==> src/hw/rtl/u16u8_pkg.sv <==
// Shared types and constants for the UTF-16 to UTF-8 transcoder.
`timescale 1ns / 1ps
`default_nettype none

package u16u8_pkg;

    // Kind of bytes that the current word produces once any held unit is flushed.
    localparam logic [2:0] KIND_NONE  = 3'd0;
    localparam logic [2:0] KIND_ZERO  = 3'd1;
    localparam logic [2:0] KIND_ONE   = 3'd2;
    localparam logic [2:0] KIND_TWO   = 3'd3;
    localparam logic [2:0] KIND_THREE = 3'd4;
    localparam logic [2:0] KIND_PAIR  = 3'd5;

    localparam logic [15:0] MASK_ONE   = 16'hFF80;
    localparam logic [15:0] MASK_TWO   = 16'hF800;
    localparam logic [15:0] MASK_SURR  = 16'hFC00;
    localparam logic [15:0] HIGH_SURR  = 16'hD800;
    localparam logic [15:0] LOW_SURR   = 16'hDC00;

    // One queued job for the byte serializer.
    typedef struct packed {
        logic        flush;
        logic [15:0] held;
        logic [2:0]  kind;
        logic [15:0] unit;
    } entry_t;

    // Byte idx (0..2) of the three-byte form of a 16-bit unit.
    function automatic logic [7:0] three_byte(input logic [15:0] x, input logic [1:0] idx);
        logic [7:0] b;
        case (idx)
            2'd0:    b = {4'b1110, x[15:12]};
            2'd1:    b = {2'b10, x[11:6]};
            default: b = {2'b10, x[5:0]};
        endcase
        return b;
    endfunction

endpackage

`default_nettype wire

==> src/hw/rtl/u16u8_front.sv <==
// Front end: byte swap, surrogate tracking and classification of each word.
`timescale 1ns / 1ps
`default_nettype none

module u16u8_front (
    input  wire logic                 aclk,
    input  wire logic                 aresetn,
    input  wire logic                 cfg_we,
    input  wire logic                 cfg_wdata,
    input  wire logic                 s_valid,
    output logic                      s_ready,
    input  wire logic [15:0]          s_code_unit,
    output logic                      push,
    output u16u8_pkg::entry_t         push_entry,
    input  wire logic                 queue_full
);
    import u16u8_pkg::*;

    logic        swap_reg;
    logic        pending_reg, pending_next;
    logic [15:0] held_reg, held_next;
    logic [15:0] u;
    logic        accept;
    logic [2:0]  kind;

    assign s_ready = !queue_full;
    assign accept  = s_valid && s_ready;
    assign u       = swap_reg ? {s_code_unit[7:0], s_code_unit[15:8]} : s_code_unit;

    always_comb begin
        pending_next = pending_reg;
        held_next    = held_reg;
        if (u == 16'd0) begin
            kind = KIND_ZERO;
        end else if ((u & MASK_ONE) == 16'd0) begin
            kind = KIND_ONE;
        end else if ((u & MASK_TWO) == 16'd0) begin
            kind = KIND_TWO;
        end else if ((u & MASK_SURR) == HIGH_SURR) begin
            kind = KIND_NONE;
        end else begin
            kind = KIND_THREE;
        end

        push_entry.held = held_reg;
        push_entry.unit = u;
        push_entry.flush = 1'b0;
        push_entry.kind  = kind;
        if (pending_reg && ((u & MASK_SURR) == LOW_SURR)) begin
            push_entry.kind = KIND_PAIR;
        end else if (pending_reg) begin
            push_entry.flush = 1'b1;
        end

        if (accept) begin
            // A high surrogate is held unless it completes a pair; anything else clears.
            if (push_entry.kind == KIND_NONE) begin
                pending_next = 1'b1;
                held_next    = u;
            end else begin
                pending_next = 1'b0;
                held_next    = 16'd0;
            end
        end
    end

    assign push = accept && (push_entry.flush || (push_entry.kind != KIND_NONE));

    always_ff @(posedge aclk) begin
        if (!aresetn) begin
            swap_reg    <= 1'b1;
            pending_reg <= 1'b0;
            held_reg    <= 16'd0;
        end else begin
            if (cfg_we) begin
                swap_reg <= cfg_wdata;
            end
            pending_reg <= pending_next;
            held_reg    <= held_next;
        end
    end

endmodule

`default_nettype wire

==> src/hw/rtl/u16u8_fifo.sv <==
// Small queue of classified words between the front end and the serializer.
`timescale 1ns / 1ps
`default_nettype none

module u16u8_fifo #(
    parameter int DEPTH = 2
) (
    input  wire logic                 aclk,
    input  wire logic                 aresetn,
    input  wire logic                 push,
    input  wire u16u8_pkg::entry_t    push_entry,
    output logic                      full,
    input  wire logic                 pop,
    output logic                      head_valid,
    output u16u8_pkg::entry_t         head_entry
);
    import u16u8_pkg::*;

    localparam int PTR_W = (DEPTH > 1) ? $clog2(DEPTH) : 1;
    localparam int CNT_W = $clog2(DEPTH + 1);
    localparam logic [PTR_W-1:0] LAST_PTR = PTR_W'(DEPTH - 1);
    localparam logic [CNT_W-1:0] FULL_CNT = CNT_W'(DEPTH);

    entry_t             mem [DEPTH];
    logic [PTR_W-1:0]   wr_ptr_reg, rd_ptr_reg;
    logic [CNT_W-1:0]   count_reg;
    logic               do_push, do_pop;

    assign full       = (count_reg == FULL_CNT);
    assign head_valid = (count_reg != '0);
    assign head_entry = mem[rd_ptr_reg];
    assign do_push    = push && !full;
    assign do_pop     = pop && head_valid;

    always_ff @(posedge aclk) begin
        if (do_push) begin
            mem[wr_ptr_reg] <= push_entry;
        end
    end

    always_ff @(posedge aclk) begin
        if (!aresetn) begin
            wr_ptr_reg <= '0;
            rd_ptr_reg <= '0;
            count_reg  <= '0;
        end else begin
            if (do_push) begin
                wr_ptr_reg <= (wr_ptr_reg == LAST_PTR) ? '0 : wr_ptr_reg + 1'b1;
            end
            if (do_pop) begin
                rd_ptr_reg <= (rd_ptr_reg == LAST_PTR) ? '0 : rd_ptr_reg + 1'b1;
            end
            if (do_push && !do_pop) begin
                count_reg <= count_reg + 1'b1;
            end else if (do_pop && !do_push) begin
                count_reg <= count_reg - 1'b1;
            end
        end
    end

endmodule

`default_nettype wire

==> src/hw/rtl/u16u8_back.sv <==
// Back end: turns a queued job into UTF-8 bytes, one per cycle unless stalled.
`timescale 1ns / 1ps
`default_nettype none

module u16u8_back (
    input  wire logic                 aclk,
    input  wire logic                 aresetn,
    input  wire logic                 head_valid,
    input  wire u16u8_pkg::entry_t    head_entry,
    output logic                      pop,
    output logic                      m_valid,
    input  wire logic                 m_ready,
    output logic [7:0]                m_out_byte,
    output logic                      m_last,
    output logic                      m_string_end
);
    import u16u8_pkg::*;

    logic [2:0]  step_reg;
    logic        valid_reg;
    logic [7:0]  byte_reg;
    logic        last_reg, end_reg;

    logic [2:0]  base;
    logic [2:0]  total;
    logic [2:0]  kind_cnt;
    logic [2:0]  idx;
    logic [20:0] pair_cp;
    logic [7:0]  byte_next;
    logic        end_next;
    logic        last_next;
    logic        load;

    // The pair's code point: ((high & 0x3FF) + 0x40) << 10 | (low & 0x3FF).
    assign pair_cp = {(11'(head_entry.held[9:0]) + 11'h040), head_entry.unit[9:0]};

    always_comb begin
        base = head_entry.flush ? 3'd3 : 3'd0;
        unique case (head_entry.kind)
            KIND_ZERO:  kind_cnt = 3'd1;
            KIND_ONE:   kind_cnt = 3'd1;
            KIND_TWO:   kind_cnt = 3'd2;
            KIND_THREE: kind_cnt = 3'd3;
            KIND_PAIR:  kind_cnt = 3'd4;
            default:    kind_cnt = 3'd0;
        endcase
        total    = base + kind_cnt;
        idx      = step_reg - base;
        end_next = 1'b0;

        if (step_reg < base) begin
            byte_next = three_byte(head_entry.held, step_reg[1:0]);
        end else begin
            unique case (head_entry.kind)
                KIND_ZERO: begin
                    byte_next = 8'd0;
                    end_next  = 1'b1;
                end
                KIND_ONE: byte_next = head_entry.unit[7:0];
                KIND_TWO: begin
                    byte_next = (idx == 3'd0) ? {3'b110, head_entry.unit[10:6]}
                                              : {2'b10, head_entry.unit[5:0]};
                end
                KIND_THREE: byte_next = three_byte(head_entry.unit, idx[1:0]);
                KIND_PAIR: begin
                    case (idx)
                        3'd0:    byte_next = {5'b11110, pair_cp[20:18]};
                        3'd1:    byte_next = {2'b10, pair_cp[17:12]};
                        3'd2:    byte_next = {2'b10, pair_cp[11:6]};
                        default: byte_next = {2'b10, pair_cp[5:0]};
                    endcase
                end
                default: byte_next = 8'd0;
            endcase
        end
        last_next = (step_reg == total - 3'd1);
    end

    assign load = head_valid && (!valid_reg || m_ready);
    assign pop  = load && last_next;

    always_ff @(posedge aclk) begin
        if (load) begin
            byte_reg <= byte_next;
            last_reg <= last_next;
            end_reg  <= end_next;
        end
    end

    always_ff @(posedge aclk) begin
        if (!aresetn) begin
            valid_reg <= 1'b0;
            step_reg  <= 3'd0;
        end else begin
            if (load) begin
                valid_reg <= 1'b1;
                step_reg  <= last_next ? 3'd0 : step_reg + 3'd1;
            end else if (m_ready) begin
                valid_reg <= 1'b0;
            end
        end
    end

    assign m_valid      = valid_reg;
    assign m_out_byte   = byte_reg;
    assign m_last       = last_reg;
    assign m_string_end = end_reg;

endmodule

`default_nettype wire

==> src/hw/rtl/utf16_to_utf8_transcoder_top.sv <==
// Top level of the UTF-16 to UTF-8 transcoder.
//
// Input channel (s_valid/s_ready, s_code_unit) takes one UTF-16 word per cycle
// while the queue is not full; output channel (m_valid/m_ready) gives one
// UTF-8 byte per cycle while m_ready is high, with m_last on the final byte
// of a word and m_string_end on the zero terminator. cfg_we/cfg_wdata write
// the byte-swap control; write it only while idle. The front end classifies
// each word and tracks a held high surrogate; a queue of FIFO_DEPTH entries
// decouples it from the byte serializer. A word that produces bytes is
// registered in the queue and then in the serializer's output register
// before its first byte shows. Throughput is set by the serializer's single
// output register: one byte per cycle while m_ready is high. A word yields
// from zero bytes (a held high surrogate) up to six (when a held unit is
// flushed). While m_ready is low the output byte holds and the queue fills;
// s_ready drops only when the queue is full. Reset clears the queue, the
// held surrogate and the output valid flag, and sets byte swapping on.
`timescale 1ns / 1ps
`default_nettype none

module utf16_to_utf8_transcoder_top #(
    parameter int FIFO_DEPTH = 2
) (
    input  wire logic        aclk,
    input  wire logic        aresetn,
    input  wire logic        cfg_we,
    input  wire logic        cfg_wdata,
    input  wire logic        s_valid,
    output logic             s_ready,
    input  wire logic [15:0] s_code_unit,
    output logic             m_valid,
    input  wire logic        m_ready,
    output logic [7:0]       m_out_byte,
    output logic             m_last,
    output logic             m_string_end
);
    import u16u8_pkg::*;

    logic   push, queue_full, pop, head_valid;
    entry_t push_entry, head_entry;

    u16u8_front u_front (
        .aclk        (aclk),
        .aresetn     (aresetn),
        .cfg_we      (cfg_we),
        .cfg_wdata   (cfg_wdata),
        .s_valid     (s_valid),
        .s_ready     (s_ready),
        .s_code_unit (s_code_unit),
        .push        (push),
        .push_entry  (push_entry),
        .queue_full  (queue_full)
    );

    u16u8_fifo #(
        .DEPTH (FIFO_DEPTH)
    ) u_fifo (
        .aclk       (aclk),
        .aresetn    (aresetn),
        .push       (push),
        .push_entry (push_entry),
        .full       (queue_full),
        .pop        (pop),
        .head_valid (head_valid),
        .head_entry (head_entry)
    );

    u16u8_back u_back (
        .aclk         (aclk),
        .aresetn      (aresetn),
        .head_valid   (head_valid),
        .head_entry   (head_entry),
        .pop          (pop),
        .m_valid      (m_valid),
        .m_ready      (m_ready),
        .m_out_byte   (m_out_byte),
        .m_last       (m_last),
        .m_string_end (m_string_end)
    );

endmodule

`default_nettype wire

==> config.mk <==
export PLATFORM = sky130hd
export DESIGN_NAME = utf16_to_utf8_transcoder_top
export DESIGN_NICKNAME = d
export VERILOG_FILES = /design/src/hw/rtl/u16u8_pkg.sv /design/src/hw/rtl/u16u8_front.sv /design/src/hw/rtl/u16u8_fifo.sv /design/src/hw/rtl/u16u8_back.sv /design/src/hw/rtl/utf16_to_utf8_transcoder_top.sv
export SDC_FILE = /design/constraint.sdc
export NUM_CORES = 1
export LEC_CHECK = 0
export BUFFER_PORTS_ARGS = -buffer_cell sky130_fd_sc_hd__buf_2
export CAP_MARGIN = 40
export CORE_ASPECT_RATIO = 0.6
export CORE_UTILIZATION = 45
export CTS_BUF_LIST = sky130_fd_sc_hd__clkbuf_8
export CTS_CLUSTER_SIZE = 24
export DETAILED_ROUTE_END_ITERATION = 12
export PLACE_DENSITY = 0.75
export SYNTH_ARGS = -nofsm -noshare
export SYNTH_HDL_FRONTEND = slang
export SYNTH_SLANG_ARGS = --single-unit
==> constraint.sdc <==
create_clock -name aclk -period 4 [get_ports aclk]
set_clock_uncertainty 0.2 [all_clocks]
set_input_delay 0.4 -clock aclk [delete_from_list [all_inputs] [get_ports aclk]]
set_output_delay 0.4 -clock aclk [all_outputs]
set_load 0.01 [all_outputs]
=== Word-level counts from Yosys, hierarchy flattened ===
Memory sizes are Yosys's and may differ from the RTL's. A register that Yosys moved wholly into a read port is not among the register bits.
Index checks and enable logic that the tools add are counted.

* Register bits: 36
* RAM bits: 72
* Bits of input ports: 22
* Word-level logic and storage cells: 92
* Memories kept: 1

* $add $sub $neg: 9
* Order comparisons: 1
* Equality and inequality tests: 13
* Mux-type cells: 30
* Reductions and logical operators: 27

{| class="wikitable"
|+ Memory list
! memory !! depth !! bits a word !! read ports !! clocked after Yosys merged registers in !! wr ports !! RTL line !! RTL
|-
| u_fifo.mem || 2 || 36 || 1 || 1 || 1 || u16u8_fifo.sv:24 || <nowiki>entry_t mem [DEPTH];</nowiki>
|}

{| class="wikitable"
|+ Operators by type and width
! cell !! number
|-
| $logic_not 16->1 || 3
|-
| $mux 16 || 2
|-
| $pmux 8 s4 || 1
|-
| $pmux 7 s2 || 2
|-
| $pmux 7 s3 || 1
|-
| $mux 3 || 6
|-
| $eq 6x6->1 const B || 2
|-
| $mux 1 || 12
|-
| $pmux 3 s4 || 1
|-
| $add 10x7->11 const B || 1
|-
| $eq 3x2->1 const B || 3
|-
| $logic_and 1x1->1 || 9
|-
| $mux 8 || 1
|-
| $mux 7 || 1
|-
| $eq 3x1->1 const B || 2
|-
| $eq 3x3->1 const B || 2
|-
| $logic_not 3->1 || 2
|-
| $mux 2 || 3
|-
| $reduce_bool 2->1 || 3
|-
| $eq 2x1->1 const B || 2
|-
| $logic_not 1->1 || 4
|-
| $logic_not 2->1 || 2
|-
| $add 3x1->3 const B || 1
|-
| $add 3x3->3 || 1
|-
| 11 further kinds || 13
|}

=== Logic depth before layout (Yosys ltp) ===
Gate-level depths: netlist of run 1.

* Word-level depth: 15
* Mapped depth: 18
* Depth with buffers taken out: 15

=== Hierarchy ===
From an unflattened synthesis of run 1, not the netlist that was laid out.

* Cell total of the unflattened synthesis: 412
* Area total of the unflattened synthesis: 5267.6 sq um

{| class="wikitable"
|+ By module, submodules not included
! module !! times used !! cells each !! area an instance (sq um) !! seq. area each (sq um)
|-
| u16u8_fifo || 1 || 137 || 2831.5 || 2262.2
|-
| u16u8_back || 1 || 176 || 1485.2 || 380.4
|-
| u16u8_front || 1 || 99 || 950.9 || 360.3
|}

=== Least setup slack after synthesis of run 1 ===
OpenSTA, ideal clock, no wires.

* Kind: register to register
* From: register (tool-made name)
* To: register u_back.byte_reg[0] (netlist: u_back.m_out_byte[0]) (data pin)
* Arrival: 3.202 ns
* Data required time: 3.525 ns
* Path slack: 0.323 ns
* Stages on the path, launching flop included: 15
* Path buffers: 5
* Period minus slack after synthesis: 3.677 ns
* Path through: dfxtp_1 > buf_6 > buf_6 > buf_6 > buf_6 > mux2i_1 > inv_1 > ha_1 > fa_1 > clkbuf_1 > nor2b_1 > a22o_1 > a211oi_1 > o31ai_1 > o221ai_1

{| class="wikitable"
|+ RTL lines
! what !! RTL line !! RTL
|-
| to (signal assigned) || u16u8_back.sv:84 || <nowiki>byte_reg <= byte_next;</nowiki>
|-
| to (decl) || u16u8_back.sv:21 || <nowiki>logic [7:0] byte_reg;</nowiki>
|}

==> tab_implementation.tex, run 1 <==
\begin{tabular}{lr}
\hline
Metric & Value \\
\hline
\multicolumn{2}{l}{\textbf{Die}} \\
Cell Rows & 30 \\
Top-level port count & 34 \\
Vert. Die Dim & $\sim$87 microns \\
Overall die area & 0.0125 sq mm \\
Core Footprint & 0.0115 sq mm \\
Starting density of the core & 0.471 \\
Die W & around 140 microns \\
\multicolumn{2}{l}{\textbf{Power and ir drop}} \\
Pleak & roughly 2.1 nW \\
Total design power & about 0.0042 W \\
Internal & around 0.0025 W \\
Sequential share of power & 0.380 \\
Switching power share of the total & 0.406 \\
Fraction of power consumed by combinational cells & 0.476 \\
Portion of total power attributed to the clock network & 0.143 \\
Power Density & between 700 and 800 mW/mm\^{}2 \\
Peak supply drop & around 330 uV \\
Net switching power & around 0.0017 W \\
\multicolumn{2}{l}{\textbf{Detailed routing}} \\
Detailed-route wire length & about 13000 microns \\
Ratio of routed vias to standard cells & about 6.0 \\
Starting DRT DRC Count & 407 \\
DRC viols & 0 \\
Vias post-DR & roughly 3800 \\
Wire per inst & 20.3 microns \\
Count of nets left with antenna violations after detail routing & 0 \\
Count of TritonRoute iterations in the first routing pass & 6 \\
\multicolumn{2}{l}{\textbf{Clock tree}} \\
\# clock sinks & 109 \\
Buffer type at the clock tree root & sky130\_fd\_sc\_hd\_\_clkbuf\_8 \\
Hold buffers post-CTS & 0 \\
TritonCTS buffer count & 9 \\
Worst skew pair latency & roughly 0.37 ns \\
Deepest level of the CTS H-tree & 3 \\
Maximum clock insertion buffer count & 2 \\
Count of cells resized by post-cts repair & 0 \\
Postcts setup bufs & 0 \\
CTS tree & done \\
Clock slew at the register clock pins of the worst setup and hold paths & around 0.1 ns \\
\multicolumn{2}{l}{\textbf{Critical path}} \\
CP Max Fanout & 15 \\
Endpoint of the worst-slack reg-to-reg timing path & u\_fifo.count\_reg[1]\$\_SDFFE\_PN0P\_ \\
Crit end category & flop \\
Reg2Reg Depth & 14 \\
Required time worst endpoint & between 4 and 5 ns \\
Worst Path Arrival & roughly 3.8 ns \\
Worst R2R Setup Slack & $\sim$0.34 ns \\
Critical path start-end classification & reg2reg \\
Startpoint kind of the worst setup timing path & flop \\
\multicolumn{2}{l}{\textbf{Timing}} \\
Setup violators final & 0 \\
Final Max Tran Viols & 0 \\
Final hold violation count & 0 \\
Highest clock frequency the design can meet & $\sim$270 MHz \\
Worst relative slew slack & 0.543 \\
Sum Neg Setup Slack & 0 ns \\
Actual transition at the worst max-transition pin & $\sim$0.68 ns \\
Setup repair after global routing missed its margin & no \\
Hold\_ws & 0.0402 ns \\
Period minus WS final & $\sim$3.7 ns \\
Post-route clock period utilization & 0.916 \\
\multicolumn{2}{l}{\textbf{Global routing}} \\
Number of global-route vias before repair & approximately 3500 \\
Number of antenna violations at the first check in global routing & 0 \\
Global-route usage over all layers & 0.221 \\
Largest net degree at the start of global routing & 37 \\
GRT Residual Overflow & 0 \\
First-pass GRT wire length & between 15000 and 20000 microns \\
\multicolumn{2}{l}{\textbf{Yosys}} \\
Number of synthesis warnings & 0 \\
Fraction of synthesis flops using an asynchronous set or reset pin & 0 \\
Dominant cell type by area after synthesis & sky130\_fd\_sc\_hd\_\_edfxtp\_1 \\
Total nets after synthesis & around 470 \\
Top-count cell post-synth & sky130\_fd\_sc\_hd\_\_edfxtp\_1 \\
Sequential area share after synthesis & 0.555 \\
Top\_reg\_cell synth & sky130\_fd\_sc\_hd\_\_edfxtp\_1 \\
EDFF count, synth & slightly above 80 \\
Top cell type's share of synthesized area & 0.455 \\
Leading cell types by count after synthesis & 82 x sky130\_fd\_sc\_hd\_\_edfxtp\_1, 39 x sky130\_fd\_sc\_hd\_\_a21oi\_1, 35 x sky130\_fd\_sc\_hd\_\_nand2\_1 \\
Synthesized flop and latch total & roughly 110 \\
Top cells by area in the synthesized netlist & sky130\_fd\_sc\_hd\_\_edfxtp\_1 46\%, sky130\_fd\_sc\_hd\_\_dfxtp\_1 10\%, sky130\_fd\_sc\_hd\_\_mux2\_2 5.8\% \\
Synthesized instance count & approximately 440 \\
Netlist Area Pre-Place & roughly 0.0054 sq mm \\
Unique cell type count in the Yosys netlist & 67 \\
Synthesized area per cell & about 12 sq um \\
\multicolumn{2}{l}{\textbf{Min path}} \\
Sink of the worst hold path & u\_front.swap\_reg\$\_SDFFE\_PN1P\_ \\
Worst hold path depth & 3 \\
Kind of path behind the tightest hold check & in2reg \\
Hold path startpoint & cfg\_wdata \\
\multicolumn{2}{l}{\textbf{Cells and area}} \\
Max FFs per register & 72 \\
Area of all sequential standard cells & $\sim$0.0030 sq mm \\
Final-stage net count & $\sim$500 \\
Final antenna diode count & 0 \\
Multi-input gate area & between 0.002 and 0.0025 sq mm \\
Synthesis-to-finish area growth & 9.26\% \\
Share of post-route cells with drive strength above 1 & 0.230 \\
Finished Core Util & 0.514 \\
Layout filler cell count & a little over 1000 \\
\multicolumn{2}{l}{\textbf{Status}} \\
Outcome & complete, no violations \\
\multicolumn{2}{l}{\textbf{Placed design}} \\
Number of port buffers & 33 \\
DPL Wire Length & between 9000 and 10000 microns \\
Last weighted congestion value of the routability-driven placer & approximately 0.9 \\
\multicolumn{2}{l}{\textbf{Flow run}} \\
Maxcap violations & 0 \\
\hline
\end{tabular}
worst max-delay path, cell delays in order (launching register included):
cell and delay (ns):
sky130_fd_sc_hd__dfxtp_4 0.49, sky130_fd_sc_hd__mux2i_4 0.37, sky130_fd_sc_hd__nand2b_4 0.29, sky130_fd_sc_hd__a21oi_1 0.09, sky130_fd_sc_hd__a31oi_1 0.16, sky130_fd_sc_hd__ha_1 0.16
sky130_fd_sc_hd__inv_1 0.04, sky130_fd_sc_hd__ha_1 0.17, sky130_fd_sc_hd__xnor3_1 0.23, sky130_fd_sc_hd__and3_1 0.17, sky130_fd_sc_hd__o211ai_2 0.08, sky130_fd_sc_hd__or2_1 0.27
sky130_fd_sc_hd__ha_1 0.35, sky130_fd_sc_hd__or3_1 0.37, sky130_fd_sc_hd__a21oi_1 0.14
cell type report:
cell class              count  area share
well taps                 160      0.0339
flip-flops and latches    109       0.509
clock buffers               9      0.0210
multi-input cells         293       0.374
repair buffers             46      0.0445
clock inverters             7     0.00805
inverters                  15     0.00953
power by group through the flow:
stage                     Sequential [W]  Combinational, W  Clock (W)
after floorplan                  0.00160           0.00139          0
after global placement           0.00160           0.00194          0
after detailed placement         0.00161           0.00194          0
after CTS                        0.00159           0.00195   0.000605
after global routing             0.00161           0.00213   0.000648
final                            0.00159           0.00198   0.000597
worst max-delay path by stage:
stage          start                                to  slack (ns)  cells after the start
3_5_place_dp    flop  u_fifo.count_reg[1]$_SDFFE_PN0P_        0.24                     14
3_3_place_gp    flop  u_fifo.count_reg[1]$_SDFFE_PN0P_        0.33                     14
4_1_cts         flop  u_fifo.count_reg[1]$_SDFFE_PN0P_        0.22                     14
5_1_grt         flop  u_fifo.count_reg[1]$_SDFFE_PN0P_        0.12                     14
2_1_floorplan   flop    u_back.m_out_byte[0]$_DFFE_PP_        0.32                     14
6_report        flop  u_fifo.count_reg[1]$_SDFFE_PN0P_        0.34                     14
layout by cell type, fill, tap and decap left out, types with 3 or more instances in the layout:
cell,count
sky130_fd_sc_hd__o21ai_0,10
sky130_fd_sc_hd__a31oi_1,5
sky130_fd_sc_hd__nor3_1,6
sky130_fd_sc_hd__o22ai_1,3
sky130_fd_sc_hd__nand2b_1,5
sky130_fd_sc_hd__a221oi_1,4
sky130_fd_sc_hd__a21oi_1,39
sky130_fd_sc_hd__and2_1,6
sky130_fd_sc_hd__mux2i_4,3
sky130_fd_sc_hd__nand3_1,19
sky130_fd_sc_hd__buf_4,13
sky130_fd_sc_hd__a22o_1,3
sky130_fd_sc_hd__ha_1,10
sky130_fd_sc_hd__mux2_4,5
sky130_fd_sc_hd__and3_1,4
sky130_fd_sc_hd__a22oi_1,4
sky130_fd_sc_hd__nor2b_1,3
sky130_fd_sc_hd__clkbuf_8,9
sky130_fd_sc_hd__buf_2,33
sky130_fd_sc_hd__mux2_2,28
sky130_fd_sc_hd__dfxtp_1,26
sky130_fd_sc_hd__inv_1,15
sky130_fd_sc_hd__mux2_1,4
sky130_fd_sc_hd__o211ai_1,3
sky130_fd_sc_hd__nor4_1,4
sky130_fd_sc_hd__mux2i_1,15
sky130_fd_sc_hd__o21a_1,3
sky130_fd_sc_hd__nor2_1,17
sky130_fd_sc_hd__xor2_1,6
sky130_fd_sc_hd__nand2_1,35
sky130_fd_sc_hd__nand4_1,4
sky130_fd_sc_hd__a211oi_1,5
sky130_fd_sc_hd__edfxtp_1,82
per-layer routing:
metal | GRT usage | vias to the layer above | routed length (microns)
met5 | 0 | - | 0
met4 | 0.0455 | 0 | 163
met3 | 0.0561 | 21 | 1250
met2 | 0.316 | 187 | 5270
met1 | 0.336 | 1866 | 6300
li1 | - | 1734 | -
logic make-up after synthesis:
| family | count (synthesis) | synth area share |
|---|---|---|
| compound gates | 99 | 0.123 |
| flops | 109 | 0.555 |
| xor+xnor | 9 | 0.0171 |
| simple gates | 117 | 0.112 |
| buf+inv | 36 | 0.0363 |
| mux | 57 | 0.129 |
| fa+ha+maj | 11 | 0.0268 |
through the flow:
stage	area, sq um	instances	worst slack (ns)
floorplan	5410	438	0.323
global placement	5730	623	0.327
detailed placement	5730	623	0.245
CTS	5900	639	0.221
global route	5910	639	0.119
finish	5910	639	0.335
Note: power is estimated with default switching activity, not from simulation.
==> run 2, diff against run 1 <==
--- a/config.mk
+++ b/config.mk
@@ -8,11 +8,11 @@
 export BUFFER_PORTS_ARGS = -buffer_cell sky130_fd_sc_hd__buf_2
 export CAP_MARGIN = 40
 export CORE_ASPECT_RATIO = 0.6
-export CORE_UTILIZATION = 45
+export CORE_UTILIZATION = 32
 export CTS_BUF_LIST = sky130_fd_sc_hd__clkbuf_8
 export CTS_CLUSTER_SIZE = 24
 export DETAILED_ROUTE_END_ITERATION = 12
-export PLACE_DENSITY = 0.75
+export PLACE_DENSITY = 0.6
 export SYNTH_ARGS = -nofsm -noshare
 export SYNTH_HDL_FRONTEND = slang
 export SYNTH_SLANG_ARGS = --single-unit
==> run 2 against run 1 <==
Against the previous run: cell count is 11% higher; maximum frequency is 1.8% lower; setup slack worse by 0.068 ns; sequential cell count stayed put; non-clock buffer count is 3 higher; hold slack worse by 0.0089 ns; sequential power hardly changed; critical path depth stayed put; sequential share of layout area is 1.4 points lower; largest power group unchanged.
==> tab_implementation.tex, run 2 (same netlist as run 1, synthesis figures left out) <==
\begin{tabular}{lr}
\hline
Metric & Value \\
\hline
\multicolumn{2}{l}{\textbf{Timing}} \\
Final hold violation count & 0 \\
Highest clock frequency the design can meet & 268 MHz \\
Final Max Tran Viols & 0 \\
Setup violators final & 0 \\
Hold\_ws & 0.0312 ns \\
Period minus WS final & approximately 3.7 ns \\
Sum Neg Setup Slack & 0 ns \\
Setup repair after global routing missed its margin & no \\
Worst relative slew slack & 0.484 \\
Post-route clock period utilization & 0.933 \\
Actual transition at the worst max-transition pin & roughly 0.77 ns \\
Final worst slack & between 0.2 and 0.3 ns \\
\multicolumn{2}{l}{\textbf{Critical path}} \\
CP Max Fanout & 15 \\
Critical path start-end classification & reg2reg \\
Required time worst endpoint & $\sim$4 ns \\
Worst Path Arrival & 3.83 ns \\
Worst R2R Setup Slack & 0.27 ns \\
Reg2Reg Depth & 14 \\
Startpoint kind of the worst setup timing path & flop \\
Endpoint of the worst-slack reg-to-reg timing path & u\_fifo.count\_reg[1]\$\_SDFFE\_PN0P\_ \\
Crit end category & flop \\
\multicolumn{2}{l}{\textbf{Detailed routing}} \\
Vias post-DR & approximately 3700 \\
Count of nets left with antenna violations after detail routing & 0 \\
Count of TritonRoute iterations in the first routing pass & 5 \\
Detailed-route wire length & 13900 microns \\
Ratio of routed vias to standard cells & 5.27 \\
DRC viols & 0 \\
Starting DRT DRC Count & between 300 and 400 \\
Wire per inst & $\sim$20 microns \\
\multicolumn{2}{l}{\textbf{Placed design}} \\
Number of port buffers & 33 \\
Inst Count DP & about 700 \\
Last weighted congestion value of the routability-driven placer & 0.926 \\
DPL Wire Length & between 10000 and 15000 microns \\
Minimum setup slack after placement & approximately 0.25 ns \\
\multicolumn{2}{l}{\textbf{Global routing}} \\
Largest net degree at the start of global routing & 37 \\
Global-route usage over all layers & 0.167 \\
Number of global-route vias before repair & 3594 \\
GRT Residual Overflow & 0 \\
First-pass GRT wire length & about 21000 microns \\
Number of antenna violations at the first check in global routing & 0 \\
\multicolumn{2}{l}{\textbf{Cells and area}} \\
Max FFs per register & between 70 and 80 \\
Final-stage net count & 510 \\
Most frequent standard cell in the layout excluding fill and tap cells & sky130\_fd\_sc\_hd\_\_edfxtp\_1 \\
Non-filler instance count after layout & $\sim$700 \\
Commonest non-fill, non-tap cells in the layout & 82 x sky130\_fd\_sc\_hd\_\_edfxtp\_1, 39 x sky130\_fd\_sc\_hd\_\_a21oi\_1, 35 x sky130\_fd\_sc\_hd\_\_nand2\_1 \\
Synthesis-to-finish area growth & 12.3\% \\
Share of post-route cells with drive strength above 1 & 0.239 \\
\multicolumn{2}{l}{\textbf{Flow run}} \\
Maxcap violations & 0 \\
\multicolumn{2}{l}{\textbf{Status}} \\
Outcome & complete, no violations \\
\multicolumn{2}{l}{\textbf{Die}} \\
Overall die area & 0.0174 sq mm \\
Core Footprint & 0.0164 sq mm \\
Cell Rows & 36 \\
Top-level port count & 34 \\
Vert. Die Dim & 103 microns \\
Starting density of the core & 0.331 \\
Die W & between 150 and 200 microns \\
\multicolumn{2}{l}{\textbf{Clock tree}} \\
Worst skew pair latency & 0.38 ns \\
Maximum clock insertion buffer count & 2 \\
\# clock sinks & 109 \\
Hold buffers post-CTS & 0 \\
CTS tree & done \\
TritonCTS buffer count & 9 \\
Clock slew at the register clock pins of the worst setup and hold paths & 0.11 ns \\
Buffer type at the clock tree root & sky130\_fd\_sc\_hd\_\_clkbuf\_8 \\
Deepest level of the CTS H-tree & 3 \\
\multicolumn{2}{l}{\textbf{Power and ir drop}} \\
Pleak & 2.14 nW \\
Peak supply drop & 260 uV \\
Power Density & approximately 700 mW/mm\^{}2 \\
\multicolumn{2}{l}{\textbf{Min path}} \\
Kind of path behind the tightest hold check & in2reg \\
Sink of the worst hold path & u\_front.swap\_reg\$\_SDFFE\_PN1P\_ \\
Worst hold path depth & 3 \\
Hold path startpoint & cfg\_wdata \\
\hline
\end{tabular}
[run 2: final cells by class]
| type | count | area [sq um] |
|---|---|---|
| Sequential cell | 109 | 3010 |
| Clock buffer | 9 | 124 |
| Antenna cell | 1 | 2.50 |
| Fill cell | 1566 | 10300 |
| Multi-Input combinational cell | 293 | 2210 |
| Clock inverter | 7 | 104 |
| Inverter | 15 | 56.3 |
| Tap cell | 228 | 285 |
| Timing Repair Buffer | 49 | 285 |
[run 2: metal layers]
layer	wire length [microns]	part of all wire	vias up	track usage
met2	5430	0.39	140	0.225
met4	136	0.0098	0	0.0374
met1	7460	0.54	1837	0.268
met5	0	0	-	0
li1	-	-	1755	-
met3	839	0.061	12	0.0349
[run 2: power breakdown]
group | internal (W) | switching [W] | total [W] | leakage (nW)
Sequential | 0.00148 | 0.000103 | 0.00158 | 0.996
Clock | 0.000308 | 0.000412 | 0.000720 | 0.108
Combinational | 0.000789 | 0.00127 | 0.00206 | 1.03
[run 2: worst max-delay path by stage]
stage | start | end | slack, ns | cells past startpoint
floorplan | flop | u_back.m_out_byte[0]$_DFFE_PP_ | 0.32 | 14
global placement | flop | u_fifo.count_reg[1]$_SDFFE_PN0P_ | 0.33 | 14
detailed placement | flop | u_fifo.count_reg[1]$_SDFFE_PN0P_ | 0.25 | 14
CTS | flop | u_fifo.count_reg[1]$_SDFFE_PN0P_ | 0.22 | 14
global route | flop | u_fifo.count_reg[1]$_SDFFE_PN0P_ | 0.07 | 14
finish | flop | u_fifo.count_reg[1]$_SDFFE_PN0P_ | 0.27 | 14
[run 2: metrics by stage]
stage,power [W],cell area (sq um),utilization
detailed placement,0.00363,5840,0.357
global placement,0.00365,5840,0.357
floorplan,0.00299,5410,-
finish,0.00437,6070,0.371
CTS,0.00436,6070,0.371
global route,0.00462,6070,0.371
[run 2: timing repair]
action | CTS | global route
endpoints found under the setup margin | 0 | 1
resized for setup | 0 | 1
buffers inserted | 0 | 0
hold endpoints to repair | 0 | 0
[run 2: critical path, cell delays in order, from the launching register on]
cell	delay, ns
sky130_fd_sc_hd__dfxtp_4	0.46
sky130_fd_sc_hd__mux2i_4	0.37
sky130_fd_sc_hd__nand2b_4	0.30
sky130_fd_sc_hd__a21oi_1	0.10
sky130_fd_sc_hd__a31oi_1	0.16
sky130_fd_sc_hd__ha_1	0.17
sky130_fd_sc_hd__inv_1	0.04
sky130_fd_sc_hd__ha_1	0.17
sky130_fd_sc_hd__xnor3_1	0.24
sky130_fd_sc_hd__and3_1	0.17
sky130_fd_sc_hd__o211ai_2	0.13
sky130_fd_sc_hd__or2_1	0.29
sky130_fd_sc_hd__ha_1	0.35
sky130_fd_sc_hd__or3_1	0.37
sky130_fd_sc_hd__a21oi_1	0.14
